==> config.mk <==
export PLATFORM = sky130hd
export DESIGN_NAME = multichannel_iir_section_engine
export DESIGN_NICKNAME = d
export VERILOG_FILES = /design/src/hdl/mise_pkg.sv /design/src/hdl/multichannel_iir_section_engine.sv /design/src/hdl/mise_mac_lane.sv
export VERILOG_INCLUDE_DIRS = /design/src /design/src/hdl
export SDC_FILE = /design/constraint.sdc
export NUM_CORES = 2
export LEC_CHECK = 0
export ABC_AREA = 1
export BUFFER_PORTS_ARGS = -buffer_cell sky130_fd_sc_hd__buf_2
export CELL_PAD_IN_SITES_DETAIL_PLACEMENT = 1
export CELL_PAD_IN_SITES_GLOBAL_PLACEMENT = 2
export CORE_MARGIN = 2
export CORE_UTILIZATION = 25
export CTS_BUF_LIST = sky130_fd_sc_hd__clkbuf_4 sky130_fd_sc_hd__clkbuf_8
export CTS_CLUSTER_DIAMETER = 40
export DETAILED_ROUTE_END_ITERATION = 10
export GPL_TIMING_DRIVEN = 0
export MAX_ROUTING_LAYER = met4
export PLACE_DENSITY = 0.6
export SYNTH_ARGS = -nofsm -noshare
export SYNTH_HDL_FRONTEND = slang
export SYNTH_SLANG_ARGS = --single-unit
export TNS_END_PERCENT = 50
==> constraint.sdc <==
create_clock -name clk -period 14.2 [get_ports clk]
set_input_delay 1.42 -clock clk [delete_from_list [all_inputs] [get_ports clk]]
set_output_delay 1.42 -clock clk [all_outputs]
set_load 0.1 [all_outputs]
==> src/hdl/multichannel_iir_section_engine_assert.svh <==
// Assertion macros shared by the IIR section engine RTL.
`ifndef MULTICHANNEL_IIR_SECTION_ENGINE_ASSERT_SVH
`define MULTICHANNEL_IIR_SECTION_ENGINE_ASSERT_SVH
`ifndef NO_ASSERTIONS
// Same-cycle implication, checked on clk, off during rst.
`define MISE_ASSERT_IMPL(label, pre, post, msg) \
  label: assert property (@(posedge clk) disable iff (rst) (pre) |-> (post)) else $error(msg);
// Next-cycle implication, checked on clk, off during rst.
`define MISE_ASSERT_NEXT(label, pre, post, msg) \
  label: assert property (@(posedge clk) disable iff (rst) (pre) |=> (post)) else $error(msg);
`else
`define MISE_ASSERT_IMPL(label, pre, post, msg)
`define MISE_ASSERT_NEXT(label, pre, post, msg)
`endif
`endif

==> src/hdl/mise_pkg.sv <==
// Package: types, constants and saturation helpers of the IIR section engine.
`timescale 1ns / 1ps
`default_nettype none
package mise_pkg;

  localparam int NUM_CHANNELS   = 8;
  localparam int SAMPLE_BITS    = 24;
  localparam int CHANNEL_BITS   = 3;
  localparam int COEF_BITS      = 24;
  localparam int COEF_FRAC_BITS = 20;
  localparam int GAIN_FRAC_BITS = 18;
  localparam int STATE_BITS     = 32;
  localparam int REG_INDEX_BITS = 3;

  // Serial multiply: operand digit width and derived sizes.
  localparam int DIGIT_BITS  = 4;
  localparam int X_DIGITS    = (SAMPLE_BITS + DIGIT_BITS - 1) / DIGIT_BITS;
  localparam int Y_DIGITS    = (STATE_BITS + DIGIT_BITS - 1) / DIGIT_BITS;
  localparam int MAX_DIGITS  = (X_DIGITS > Y_DIGITS) ? X_DIGITS : Y_DIGITS;
  localparam int OPND_BITS   = MAX_DIGITS * DIGIT_BITS;
  localparam int ACC_BITS    = COEF_BITS + DIGIT_BITS + 2;
  localparam int PROD_BITS   = ACC_BITS + OPND_BITS;
  localparam int X_ALIGN     = OPND_BITS - X_DIGITS * DIGIT_BITS;
  localparam int Y_ALIGN     = OPND_BITS - Y_DIGITS * DIGIT_BITS;
  localparam int CNT_BITS    = $clog2(MAX_DIGITS);
  localparam int LANES       = 4;

  localparam int WIDE_BITS = (STATE_BITS > SAMPLE_BITS) ? STATE_BITS : SAMPLE_BITS;
  localparam int MIN_FRAC  = (COEF_FRAC_BITS < GAIN_FRAC_BITS) ? COEF_FRAC_BITS
                                                               : GAIN_FRAC_BITS;
  localparam int SUM_W     = WIDE_BITS + COEF_BITS - MIN_FRAC + 2;

  localparam int MEM_DEPTH = 2 * NUM_CHANNELS;
  localparam int ADDR_BITS = $clog2(MEM_DEPTH);

  localparam logic [COEF_BITS-1:0] WET_RESET = COEF_BITS'(1) << GAIN_FRAC_BITS;

  typedef enum logic [REG_INDEX_BITS-1:0] {
    REG_COEF_A0      = 3'd0,
    REG_COEF_A1      = 3'd1,
    REG_COEF_A2      = 3'd2,
    REG_COEF_B1      = 3'd3,
    REG_COEF_B2      = 3'd4,
    REG_WET_GAIN     = 3'd5,
    REG_DRY_GAIN     = 3'd6,
    REG_TWO_SECTIONS = 3'd7
  } reg_index_t;

  typedef enum logic [2:0] {
    ST_IDLE,
    ST_MUL_X,
    ST_SUM_Y,
    ST_MUL_Y,
    ST_FINISH,
    ST_DELIVER
  } state_t;

  typedef struct packed {
    logic signed [SAMPLE_BITS-1:0] in_sample;
    logic [CHANNEL_BITS-1:0]       channel;
  } in_t;

  typedef struct packed {
    logic signed [SAMPLE_BITS-1:0] out_sample;
    logic [CHANNEL_BITS-1:0]       out_channel;
  } out_t;

  typedef struct packed {
    logic step;
    logic top;
  } lane_ctrl_t;

  function automatic logic signed [STATE_BITS-1:0] sat_state(
    input logic signed [SUM_W-1:0] v
  );
    logic signed [SUM_W-1:0] hi;
    logic signed [SUM_W-1:0] lo;
    logic signed [STATE_BITS-1:0] r;
    hi = {{(SUM_W-STATE_BITS+1){1'b0}}, {(STATE_BITS-1){1'b1}}};
    lo = ~hi;
    if (v > hi) begin
      r = hi[STATE_BITS-1:0];
    end else if (v < lo) begin
      r = lo[STATE_BITS-1:0];
    end else begin
      r = v[STATE_BITS-1:0];
    end
    return r;
  endfunction

  function automatic logic signed [SAMPLE_BITS-1:0] sat_sample(
    input logic signed [SUM_W-1:0] v
  );
    logic signed [SUM_W-1:0] hi;
    logic signed [SUM_W-1:0] lo;
    logic signed [SAMPLE_BITS-1:0] r;
    hi = {{(SUM_W-SAMPLE_BITS+1){1'b0}}, {(SAMPLE_BITS-1){1'b1}}};
    lo = ~hi;
    if (v > hi) begin
      r = hi[SAMPLE_BITS-1:0];
    end else if (v < lo) begin
      r = lo[SAMPLE_BITS-1:0];
    end else begin
      r = v[SAMPLE_BITS-1:0];
    end
    return r;
  endfunction

endpackage
`default_nettype wire

==> src/hdl/multichannel_iir_section_engine.sv <==
// Top level: multichannel cascaded biquad engine with digit-serial multiply lanes.
//
//  channel  direction  handshake            payload
//  in       into block in_valid / in_stall  in_data   (sample, channel)
//  out      from block out_valid / out_stall out_data (sample, channel)
//  cfg      into block cfg_we               cfg_index, cfg_data
//
// Sequence: each section runs the four multiply lanes over the sample digits (ST_MUL_X),
// forms y (ST_SUM_Y), then takes the state-wide y 4 bits a cycle (ST_MUL_Y) and writes back
// (ST_FINISH); with two sections the second follows. out_valid rises once ST_DELIVER loads
// the result, and the next transaction can be taken in the cycle after the result loads.
// Reset clears control, configuration and the state valid bits, and holds in_stall high.
// A new transaction is taken while the previous result still waits on out_stall.
`timescale 1ns / 1ps
`default_nettype none
`include "multichannel_iir_section_engine_assert.svh"
module multichannel_iir_section_engine (
  input  wire logic                                    clk,
  input  wire logic                                    rst,
  input  wire logic                                    in_valid,
  output logic                                         in_stall,
  input  wire mise_pkg::in_t                           in_data,
  output logic                                         out_valid,
  input  wire logic                                    out_stall,
  output mise_pkg::out_t                               out_data,
  input  wire logic                                    cfg_we,
  input  wire logic [mise_pkg::REG_INDEX_BITS-1:0]     cfg_index,
  input  wire logic [mise_pkg::COEF_BITS-1:0]          cfg_data
);

  localparam logic [mise_pkg::CNT_BITS-1:0] X_LAST = mise_pkg::CNT_BITS'(mise_pkg::X_DIGITS - 1);
  localparam logic [mise_pkg::CNT_BITS-1:0] Y_LAST = mise_pkg::CNT_BITS'(mise_pkg::Y_DIGITS - 1);
  localparam int SB = mise_pkg::STATE_BITS;
  localparam int SW = mise_pkg::SUM_W;

  // Configuration registers
  logic signed [mise_pkg::COEF_BITS-1:0] coef_a0, coef_a1, coef_a2, coef_b1, coef_b2;
  logic signed [mise_pkg::COEF_BITS-1:0] wet_gain, dry_gain;
  logic                                  two_sections;

  // Control
  mise_pkg::state_t                state, state_next;
  logic [mise_pkg::CNT_BITS-1:0]   cnt;
  logic                            sec;
  logic [mise_pkg::CHANNEL_BITS-1:0] ch;
  logic                            ch_ok;
  logic                            go_second;
  logic                            slot_free;
  mise_pkg::lane_ctrl_t            lane_ctrl;
  logic                            phase_y;
  logic                            mem_we;
  logic                            rd_en;
  logic                            out_load;

  // Datapath
  logic signed [mise_pkg::OPND_BITS-1:0]   opnd;
  logic signed [SW-1:0]                    s1, s2, s3;
  logic signed [mise_pkg::SAMPLE_BITS-1:0] res;
  logic signed [mise_pkg::COEF_BITS-1:0]   lane_coef [mise_pkg::LANES];
  logic signed [mise_pkg::PROD_BITS-1:0]   lane_prod [mise_pkg::LANES];
  logic signed [SW-1:0]                    px0, px1, px2, pdry, pb1, pb2, pwet;
  logic signed [SB-1:0]                    d1, d2, y_val, d1n, d2n;
  logic signed [mise_pkg::SAMPLE_BITS-1:0] o_val;

  // Delay-word store: one entry per section and channel, {d1, d2}
  logic [2*SB-1:0]                   mem [mise_pkg::MEM_DEPTH];
  logic [mise_pkg::MEM_DEPTH-1:0]    vld;
  logic [2*SB-1:0]                   rd_data;
  logic                              rd_vld;
  logic [mise_pkg::ADDR_BITS-1:0]    ra, wa;

  function automatic logic [mise_pkg::ADDR_BITS-1:0] st_addr(
    input logic second,
    input logic [mise_pkg::CHANNEL_BITS-1:0] c
  );
    logic [mise_pkg::ADDR_BITS-1:0] base;
    base = second ? mise_pkg::ADDR_BITS'(mise_pkg::NUM_CHANNELS) : '0;
    return mise_pkg::ADDR_BITS'(c) + base;
  endfunction

  // Configuration writes; unknown indexes fall through the default arm.
  always_ff @(posedge clk) begin
    if (rst) begin
      coef_a0      <= '0;
      coef_a1      <= '0;
      coef_a2      <= '0;
      coef_b1      <= '0;
      coef_b2      <= '0;
      wet_gain     <= mise_pkg::WET_RESET;
      dry_gain     <= '0;
      two_sections <= 1'b0;
    end else if (cfg_we) begin
      case (cfg_index)
        mise_pkg::REG_COEF_A0:      coef_a0 <= cfg_data;
        mise_pkg::REG_COEF_A1:      coef_a1 <= cfg_data;
        mise_pkg::REG_COEF_A2:      coef_a2 <= cfg_data;
        mise_pkg::REG_COEF_B1:      coef_b1 <= cfg_data;
        mise_pkg::REG_COEF_B2:      coef_b2 <= cfg_data;
        mise_pkg::REG_WET_GAIN:     wet_gain <= cfg_data;
        mise_pkg::REG_DRY_GAIN:     dry_gain <= cfg_data;
        mise_pkg::REG_TWO_SECTIONS: two_sections <= cfg_data[0];
        default: begin
        end
      endcase
    end
  end

  assign ch_ok     = (int'(ch) < mise_pkg::NUM_CHANNELS);
  assign go_second = two_sections && !sec && ch_ok;
  assign slot_free = !out_valid || !out_stall;

  // Sequencer: next state and per-state strobes
  always_comb begin
    state_next     = state;
    in_stall       = 1'b1;
    lane_ctrl.step = 1'b0;
    lane_ctrl.top  = 1'b0;
    phase_y        = 1'b0;
    mem_we         = 1'b0;
    rd_en          = 1'b0;
    out_load       = 1'b0;
    case (state)
      mise_pkg::ST_IDLE: begin
        // Hold off the sender while reset is applied.
        in_stall = rst;
        if (in_valid && !rst) begin
          rd_en      = 1'b1;
          state_next = mise_pkg::ST_MUL_X;
        end
      end
      mise_pkg::ST_MUL_X: begin
        lane_ctrl.step = 1'b1;
        lane_ctrl.top  = (cnt == X_LAST);
        if (cnt == X_LAST) begin
          state_next = mise_pkg::ST_SUM_Y;
        end
      end
      mise_pkg::ST_SUM_Y: begin
        state_next = mise_pkg::ST_MUL_Y;
      end
      mise_pkg::ST_MUL_Y: begin
        phase_y        = 1'b1;
        lane_ctrl.step = 1'b1;
        lane_ctrl.top  = (cnt == Y_LAST);
        if (cnt == Y_LAST) begin
          state_next = mise_pkg::ST_FINISH;
        end
      end
      mise_pkg::ST_FINISH: begin
        phase_y = 1'b1;
        mem_we  = ch_ok;
        if (go_second) begin
          rd_en      = 1'b1;
          state_next = mise_pkg::ST_MUL_X;
        end else begin
          state_next = mise_pkg::ST_DELIVER;
        end
      end
      mise_pkg::ST_DELIVER: begin
        if (slot_free) begin
          out_load   = 1'b1;
          state_next = mise_pkg::ST_IDLE;
        end
      end
      default: begin
        state_next = mise_pkg::ST_IDLE;
      end
    endcase
  end

  always_ff @(posedge clk) begin
    if (rst) begin
      state <= mise_pkg::ST_IDLE;
    end else begin
      state <= state_next;
    end
  end

  // Lane coefficients: feed-forward and dry gain on the input digits,
  // feedback and wet gain on the section output digits.
  always_comb begin
    if (phase_y) begin
      lane_coef[0] = coef_b1;
      lane_coef[1] = coef_b2;
      lane_coef[2] = wet_gain;
      lane_coef[3] = '0;
    end else begin
      lane_coef[0] = coef_a0;
      lane_coef[1] = coef_a1;
      lane_coef[2] = coef_a2;
      lane_coef[3] = dry_gain;
    end
  end

  for (genvar i = 0; i < mise_pkg::LANES; i++) begin : g_lane
    mise_mac_lane u_lane (
      .clk   (clk),
      .ctrl  (lane_ctrl),
      .coef  (lane_coef[i]),
      .digit (opnd[mise_pkg::DIGIT_BITS-1:0]),
      .prod  (lane_prod[i])
    );
  end

  // Align the finished products and drop the fraction (floor by arithmetic shift).
  assign px0  = SW'(lane_prod[0] >>> (mise_pkg::X_ALIGN + mise_pkg::COEF_FRAC_BITS));
  assign px1  = SW'(lane_prod[1] >>> (mise_pkg::X_ALIGN + mise_pkg::COEF_FRAC_BITS));
  assign px2  = SW'(lane_prod[2] >>> (mise_pkg::X_ALIGN + mise_pkg::COEF_FRAC_BITS));
  assign pdry = SW'(lane_prod[3] >>> (mise_pkg::X_ALIGN + mise_pkg::GAIN_FRAC_BITS));
  assign pb1  = SW'(lane_prod[0] >>> (mise_pkg::Y_ALIGN + mise_pkg::COEF_FRAC_BITS));
  assign pb2  = SW'(lane_prod[1] >>> (mise_pkg::Y_ALIGN + mise_pkg::COEF_FRAC_BITS));
  assign pwet = SW'(lane_prod[2] >>> (mise_pkg::Y_ALIGN + mise_pkg::GAIN_FRAC_BITS));

  // Entries never written read as zero.
  assign d1 = rd_vld ? rd_data[2*SB-1:SB] : '0;
  assign d2 = rd_vld ? rd_data[SB-1:0]    : '0;

  assign y_val = mise_pkg::sat_state(px0 + SW'(d1));
  assign d1n   = mise_pkg::sat_state(s1 - pb1);
  assign d2n   = mise_pkg::sat_state(s2 - pb2);
  assign o_val = mise_pkg::sat_sample(s3 + pwet);

  assign ra = (state == mise_pkg::ST_IDLE) ? st_addr(1'b0, in_data.channel)
                                           : st_addr(1'b1, ch);
  assign wa = st_addr(sec, ch);

  // Delay-word memory: registered read, single write port.
  always_ff @(posedge clk) begin
    if (mem_we) begin
      mem[wa] <= {d1n, d2n};
    end
    if (rd_en) begin
      rd_data <= mem[ra];
    end
  end

  always_ff @(posedge clk) begin
    if (rst) begin
      vld    <= '0;
      rd_vld <= 1'b0;
    end else begin
      if (mem_we) begin
        vld[wa] <= 1'b1;
      end
      if (rd_en) begin
        rd_vld <= vld[ra];
      end
    end
  end

  // Datapath registers
  always_ff @(posedge clk) begin
    case (state)
      mise_pkg::ST_IDLE: begin
        // Latch the transaction and load the sample as the serial operand.
        if (in_valid) begin
          opnd <= mise_pkg::OPND_BITS'(in_data.in_sample);
          ch   <= in_data.channel;
          sec  <= 1'b0;
          cnt  <= '0;
        end
      end
      mise_pkg::ST_MUL_X, mise_pkg::ST_MUL_Y: begin
        // Advance one digit.
        opnd <= opnd >>> mise_pkg::DIGIT_BITS;
        cnt  <= lane_ctrl.top ? '0 : cnt + 1'b1;
      end
      mise_pkg::ST_SUM_Y: begin
        // Form y, hold the input-side partial sums, and serialize y next.
        opnd <= mise_pkg::OPND_BITS'(y_val);
        s1   <= px1 + SW'(d2);
        s2   <= px2;
        s3   <= pdry;
      end
      mise_pkg::ST_FINISH: begin
        // Out-of-range channels give a zero sample.
        res <= ch_ok ? o_val : '0;
        if (go_second) begin
          opnd <= mise_pkg::OPND_BITS'(o_val);
          sec  <= 1'b1;
        end
      end
      default: begin
      end
    endcase
  end

  // Output register: load when free, drop valid once taken.
  always_ff @(posedge clk) begin
    if (rst) begin
      out_valid <= 1'b0;
    end else if (out_load) begin
      out_valid <= 1'b1;
    end else if (!out_stall) begin
      out_valid <= 1'b0;
    end
  end

  always_ff @(posedge clk) begin
    if (out_load) begin
      out_data.out_sample  <= res;
      out_data.out_channel <= ch;
    end
  end

  `MISE_ASSERT_NEXT(a_accept_starts, in_valid && !in_stall, state == mise_pkg::ST_MUL_X && !sec, "accepted transaction did not start the first section")
  `MISE_ASSERT_IMPL(a_write_in_finish, mem_we, state == mise_pkg::ST_FINISH && ch_ok, "state write outside the finish step")
  `MISE_ASSERT_IMPL(a_cascade_enabled, state == mise_pkg::ST_FINISH && sec, two_sections, "second section ran with cascade off")
  `MISE_ASSERT_IMPL(a_result_from_deliver, $rose(out_valid), $past(state) == mise_pkg::ST_DELIVER, "result loaded outside delivery")
  `MISE_ASSERT_IMPL(a_digit_count, state == mise_pkg::ST_MUL_X, cnt <= X_LAST, "sample digit count overran")

endmodule
`default_nettype wire

==> src/hdl/mise_mac_lane.sv <==
// Digit-serial multiply lane: parallel coefficient times a serial operand.
`timescale 1ns / 1ps
`default_nettype none
module mise_mac_lane (
  input  wire logic                                   clk,
  input  wire mise_pkg::lane_ctrl_t                   ctrl,
  input  wire logic signed [mise_pkg::COEF_BITS-1:0]  coef,
  input  wire logic [mise_pkg::DIGIT_BITS-1:0]        digit,
  output logic signed [mise_pkg::PROD_BITS-1:0]       prod
);

  logic signed [mise_pkg::ACC_BITS-1:0] acc;
  logic signed [mise_pkg::ACC_BITS-1:0] t;
  logic [mise_pkg::OPND_BITS-1:0]       low;
  logic signed [mise_pkg::DIGIT_BITS:0] dsig;
  logic signed [mise_pkg::COEF_BITS+mise_pkg::DIGIT_BITS:0] pp;

  // The top digit carries the operand sign and weighs negative.
  always_comb begin
    dsig = ctrl.top ? {digit[mise_pkg::DIGIT_BITS-1], digit} : {1'b0, digit};
    pp   = coef * dsig;
    t    = acc + mise_pkg::ACC_BITS'(pp);
  end

  // Retire one digit of product per cycle into the low word while stepping; clear when idle.
  always_ff @(posedge clk) begin
    if (ctrl.step) begin
      acc <= t >>> mise_pkg::DIGIT_BITS;
      low <= {t[mise_pkg::DIGIT_BITS-1:0], low[mise_pkg::OPND_BITS-1:mise_pkg::DIGIT_BITS]};
    end else begin
      acc <= '0;
      low <= '0;
    end
  end

  assign prod = $signed({acc, low});

endmodule
`default_nettype wire
Yosys cells after proc, flatten, opt, wreduce, memory -nomap -nowiden
Memory sizes are Yosys's and may differ from the RTL's. A register that Yosys moved wholly into a read port is not among the register bits.
Cells that the tools add are included.

operators by class
  $mul = 4
  eq/ne operators = 21
  bitwise operators = 2
  magnitude comparators = 11
  mux-type cells = 46
  add/subtract/negate cells = 12
  reductions and logical operators = 30

operators with widths
  kind                                                                            count
  32-bit two-way mux                                                              10
  32-bit case mux with 4 select lines                                             1
  26-bit by 29-bit adder with 30-bit output                                       4
  24-bit by 5-bit multiplier with 29-bit output                                   4
  96-bit two-way mux                                                              1
  30-bit by 32-bit adder with 33-bit output                                       2
  24-bit two-way mux                                                              2
  32-bit by 40-bit adder with 40-bit output                                       1
  40-bit by 24-bit > comparator with 1-bit output, second input constant          1
  40-bit by 32-bit > comparator with 1-bit output, second input constant          1
  40-bit by 24-bit less-than comparator with 1-bit output, second input constant  1
  40-bit by 32-bit less-than comparator with 1-bit output, second input constant  1
  40-bit by 38-bit subtractor with 40-bit output                                  1
  39-bit by 32-bit > comparator with 1-bit output, second input constant          1
  39-bit by 32-bit less-than comparator with 1-bit output, second input constant  1
  30-bit by 38-bit subtractor with 39-bit output                                  1
  33-bit by 32-bit > comparator with 1-bit output, second input constant          1
  33-bit by 32-bit less-than comparator with 1-bit output, second input constant  1
  3-bit == test, second input constant                                            8
  3-bit two-way mux                                                               7
  2-bit AND reduction                                                             10
  3-bit case mux with 6 select lines                                              1
  16-bit OR                                                                       1
  1-bit two-way mux                                                               15
  other kinds (27)                                                                49

storage, ports and cells
  memories kept = 1
  bits in writable memories = 1024
  word-level logic and storage cells = 158
  input port bits = 59
  register bits after elaboration = 614
  output and inout port bits = 29

memories
  memory  depth  width  read ports  clocked after memory_dff  write ports  RTL line                               RTL
  mem     16     64     1           1                         1            multichannel_iir_section_engine.sv:66  logic [2*SB-1:0] mem [mise_pkg::MEM_DEPTH];

Logic depth before layout (Yosys ltp)
  word-level depth = 7
  gate-level depth with buffers = 33
  depth with buffers taken out = 32

By module
Synthesis repeated with hierarchy kept, for this count alone.

unflattened totals
  cells, all modules = 11029
  area, all modules = 98756.0 µm²

by module, submodules not included
  module                                area an instance (µm²)  sequential area each (µm²)  cells an instance  instances
  multichannel_iir_section_engine       69347.8                 42330.6                     6764               1
  mise_mac_lane (g_lane[2].u_lane ...)  7397.1                  1161.1                      1071               2
  mise_mac_lane (g_lane[0].u_lane)      7307.0                  1161.1                      1071               1
  mise_mac_lane (g_lane[1].u_lane)      7307.0                  1161.1                      1052               1

Worst setup path before layout
No wires, ideal clock.

  path type = register to register
  start point = register state[1]
  end point = register g_lane[0].u_lane.acc[19] (netlist name)
  data required time = 14.087 ns
  setup time = 0.113 ns
  setup slack = 8.290 ns
  stages on the path, launching flop included = 28
  clock period less this slack = 5.910 ns
  buffers on the path = 2
  arrival = 5.797 ns
  path through = dfxtp_1 > nor2_1 > inv_1 > nor2_1 > inv_1 > nand2_1 > buf_2 > clkbuf_1 > mux2i_1 > nand2_1 > fa_1 > fa_1 > fa_1 > inv_1 > fa_1 > inv_1 > fa_1 > nand3b_1 > nand2_1 > a31oi_1 > o21ai_1 > a21boi_0 > o21ai_1 > a21oi_1 > o21ai_1 > nand2_1 > nand2_1 > nor2_1

between the ends
  longest elaborated chain between the ends = 6
  elaborated cells on any way between the ends = 10
  classes of those cells = 1 x add/sub; 1 x mul; 3 x eq/ne; 4 x mux; 1 x reduce/logical

ends and longest elaborated chain
  what                                                                       RTL line                                RTL
  start, declared                                                            multichannel_iir_section_engine.sv:42   mise_pkg::state_t state, state_next;
  start signal, assigned                                                     multichannel_iir_section_engine.sv:173  state <= mise_pkg::ST_IDLE;
  start signal, assigned                                                     multichannel_iir_section_engine.sv:175  state <= state_next;
  3-bit == test or 3-bit by 2-bit == test with 1-bit output (tied branches)  multichannel_iir_section_engine.sv:122  case (state)
  2-bit OR reduction (no source line)                                        -
  1-bit two-way mux                                                          multichannel_iir_section_engine.sv:122
  96-bit two-way mux                                                         multichannel_iir_section_engine.sv:182  if (phase_y) begin
  24-bit by 5-bit multiplier with 29-bit output                              mise_mac_lane.sv:21                     pp = coef * dsig;
  26-bit by 29-bit adder with 30-bit output                                  mise_mac_lane.sv:22                     t = acc + mise_pkg::ACC_BITS'(pp);
  end signal, assigned                                                       mise_mac_lane.sv:28                     acc <= t >>> mise_pkg::DIGIT_BITS;
  end, declared                                                              mise_mac_lane.sv:12                     logic signed [mise_pkg::ACC_BITS-1:0] acc;

Parallel ways exist; a longest one is shown, timed or not.
A chain may end at the register's enable or synchronous reset.

Worst setup path after layout
Same ends and word-level chain as after synthesis.

==> results <==
- The tree is rooted in a clkbuf_8.
- The number of antenna violations at the first check in global routing is 33.
- The worst path uses a little over three fifths of the clock period.
- After synthesis, the mean cell area works out to 9.47 um^2.
- In the detailed route, the total length drawn on met2 is 176 mm.
- The detailed-router iteration count before antenna repair is 5.
- The total global-route track usage is between 20% and 30%.
- Clock latency on the worst-skew pair, taken at its later pin, is 1.07 ns.
- Max-cap violations in this run came to 0.
- In the synthesized netlist the async set-or-reset flop fraction comes to 0%.
- After the first detailed-routing iteration, the DRC count stood at 5060.
- The kind of end point of the critical path is a register.
- For the pin with the worst max-slew slack, the measured transition is between 1 and 1.5 ns.
- Setup violations remaining at the end of the flow were counted as 0.
- Static timing analysis puts the maximum clock frequency at approximately 0.11 GHz.
- Entering global routing, the biggest net connects between 60 and 70 pins.
- The setup clock skew after layout is 0.110 ns.
- For this run the aggregate overflow at the end of global routing stands at 0.
- The summed area of non-filler cells in the final layout is 107000 um^2.
- The die span in x is between 600 and 700 um.
- The placer's final routability congestion estimate is 0.875.
- The net count of the finished layout is 11000.
- The internal power of the cells totals 12.4 mW.
- The number of antenna-violating nets in the routed design is 0.
- The placement row count is between 200 and 250.
- The critical path is of the reg2reg type.
- For this design the total switching power over the nets is ~11 mW.
- The maximum count of clock buffers along a single path is 4.
- The post-synthesis to final-layout area growth is 16.2%.
- Summed over all cells, the static leakage comes to 41.8 nW.
- The sequential fraction of design power is 30.3%.
- The area of placed instances is approximately 100000 um^2.
- The number of distinct library cell variants in the gate-level netlist after synthesis is 64.
- The logic gate share of total power is between 40% and 50%.
- Counting flops with a built-in enable in the synthesized netlist gives 1273.
- The die covers 372000 um^2.
- The global-route wire length before repair is 545 mm.
- The kind of launch point of the worst setup path is a register.
- Per report_power, the clock group accounts for 22.5% of the total.
- The initial cell density of the core is around a quarter.
- The final HPWL from detailed placement is 291 mm.
- The largest delay contributor family on the critical path is adder cells.
- The peak supply drop is ~200 uV.
- Clock-pin slew was measured on the worst setup and hold paths at 0.06 ns.
- The count of clock tree sinks is 1611.
- On the critical path, the stage with the largest delay is an instance of mux2i_1.
- The kind of path behind the tightest hold check is reg2reg.
- In this run switching power makes up 47.5% of total power.
- The flow ran to the end, and the final reports show no timing, DRC or antenna violations.
- Routed signal wires occupy layers up through met4.
- Measured against its own limit, the worst slew margin works out to under 10%.
- The total count of max-transition violations in the final report is 0.
- Across the whole layout, storage elements account for roughly 45000 um^2.
- The core region is approximately 370000 um^2.
- The number of nets handed over by synthesis was 10600.
- The clock buffer count from CTS is 326.
- The count of mapped cells out of synthesis is 9689.
- The count of unresolved DRC violations after routing is 0.
- Data on the critical path arrives at its endpoint at between 9 and 10 ns.
- In this run the worst path has a maximum fanout of 10.
- The floorplan step set the die height to 610 um.
- The wire length the detailed router placed on met1 is 172 mm.
- The hold violation total from the final report was 0.
- After detailed routing, the average wire length per cell comes to 24.6 um.
- TritonCTS built the clock tree.
- The combined area of the multi-input logic cells is 40100 um^2.
- The top flip-flop cell by instance count after synthesis is edfxtp_1.
- The wire length after detailed routing is 374 mm.
- The register bit count reported by yosys is 1611.
- The amount of wire on met3 after detailed routing is 16.4 mm.
- Fill cells in the final layout number 42100.
- The share of the yosys chip area belonging to registers is around half.
- The buffer and inverter count on the worst path is 6.
- The final worst slack is 5.28 ns.
- The number of buffers inserted by post-CTS setup repair is 0.
- The power density over cell area is 222 nW/um^2.
- The final critical-path required period is 8.92 ns.
- The H-tree generated during clock tree synthesis spans 5 levels.
- Summed over all failing endpoints, the final setup total negative slack is 0 ns.
- Cells with a size suffix above 1 make up 8.76% of the layout.
- Setup repair after global routing left no endpoint under its margin.
- Using the TritonRoute via totals, the vias-per-cell ratio works out to roughly 4.8.
- The number of ports placed on the die boundary is 88.
- In this design, the stage delay of the slowest critical-path cell is between 0.8 and 0.9 ns.
- The area of the mapped netlist is 91800 um^2.
- The total of warnings raised by yosys is 0.
- Prior to clock tree synthesis, the placed netlist has a worst setup slack of 5.25 ns.
- The core occupancy in the finished layout is 29.2%.
- The post-cts gate resize count is 0.
- Input and output buffers added on the ports amount to 86.
- The hold-fix buffer count after cts is 0.
- Summing over every cut layer, the via total after detailed routing is 72500.
- The number of global-route vias before repair is 78100.
- The worst endpoint required time is 15.07 ns.
-- final timing paths --
path,from,endpoint,slack (ns),cells past startpoint
hold reg to reg,res[5],out_data[8],0.33,0
hold / removal,res[5],out_data[8],0.33,0
setup reg to reg,state[1],g_lane[0].u_lane.acc[19],5.28,27
setup / recovery,state[1],g_lane[0].u_lane.acc[19],5.28,27
-- cell usage in the layout (no fill, tap or decap), drive strengths merged, types with 106 or more instances in the layout --
cell type	n
buf	205
nand3	210
a21oi	490
nor2	1605
nand2	1348
dfxtp	338
o21ai	992
o211ai	106
edfxtp	1273
o221ai	165
clkbuf	755
fa	409
inv	1381
ha	418
-- cell type report --
cell class,count,area share (%)
inverter,1376,4.84
antenna,8,0.0188
tap,4816,5.65
clock inverter,149,1.62
multi-input combinational,6314,37.6
buffer,388,1.54
sequential,1611,42.2
timing repair buffer,143,1.50
clock buffer,429,5.05
-- synth_stat cells, drive strengths merged (23+ instances only) --
library cell | count | area, um^2
nand3 | 210 | 1180
nand2 | 1348 | 5360
o221ai | 165 | 1450
edfxtp | 1273 | 38200
xnor2 | 60 | 533
clkbuf | 326 | 1220
o21ai | 992 | 4980
nand4 | 23 | 150
a21o | 31 | 233
xor2 | 103 | 910
a31oi | 43 | 269
ha | 418 | 5230
a21oi | 490 | 2460
o21a | 35 | 263
o211ai | 106 | 796
fa | 409 | 8190
o21bai | 37 | 278
nor3 | 46 | 262
buf | 62 | 409
dfxtp | 338 | 6770
inv | 1370 | 5140
o22ai | 98 | 613
nor2 | 1605 | 6090
-- per-layer routing --
metal | track usage, % | vias to the layer above
li1 | - | 33400
met1 | 27.2 | 37000
met2 | 33.4 | 1634
met3 | 2.19 | 461
met4 | 4.99 | 0
met5 | - | -
-- metrics by stage --
stage	power [mW]	hold WS (ns)	std cells
global placement	18.4	0.391	14600
global route	25.1	0.348	15200
floorplan	13.1	0.386	9689
detailed placement	18.6	0.390	14600
CTS	24.0	0.340	15200
finish	23.7	0.329	15200
-- cell families (layout without fill, tap and decap cells) --
logic type / count (synthesis) / after routing / synth area share [%]
flops: 1611 / 1611 / 49.0
mux: 7 / 7 / 0.0764
buf+inv: 1764 / 2485 / 7.41
compound gates: 2049 / 2049 / 12.8
other cells: 0 / 8 / 0
simple gates: 3268 / 3268 / 14.5
fa+ha+maj: 827 / 827 / 14.6
xor+xnor: 163 / 163 / 1.57
-- sequential cells by signal, summed over array words and instances, names as in the netlist, 27 cells and up --
register           flops
mem                 1024
g_lane.u_lane.low     44
opnd                  32
s3                    32
rd_data               64
s1                    33
out_data              27
g_lane.u_lane.acc    104
s2                    30
-- power groups by stage --
stage | logic (mW) | clock network, mW | registers (mW)
6_report | 11.2 | 5.33 | 7.20
5_1_grt | 12.2 | 5.66 | 7.23
4_1_cts | 11.3 | 5.46 | 7.22
3_5_place_dp | 11.3 | 0 | 7.31
3_3_place_gp | 11.0 | 0 | 7.34
2_1_floorplan | 6.12 | 0 | 7.00
(Power assumes the default switching activity.)
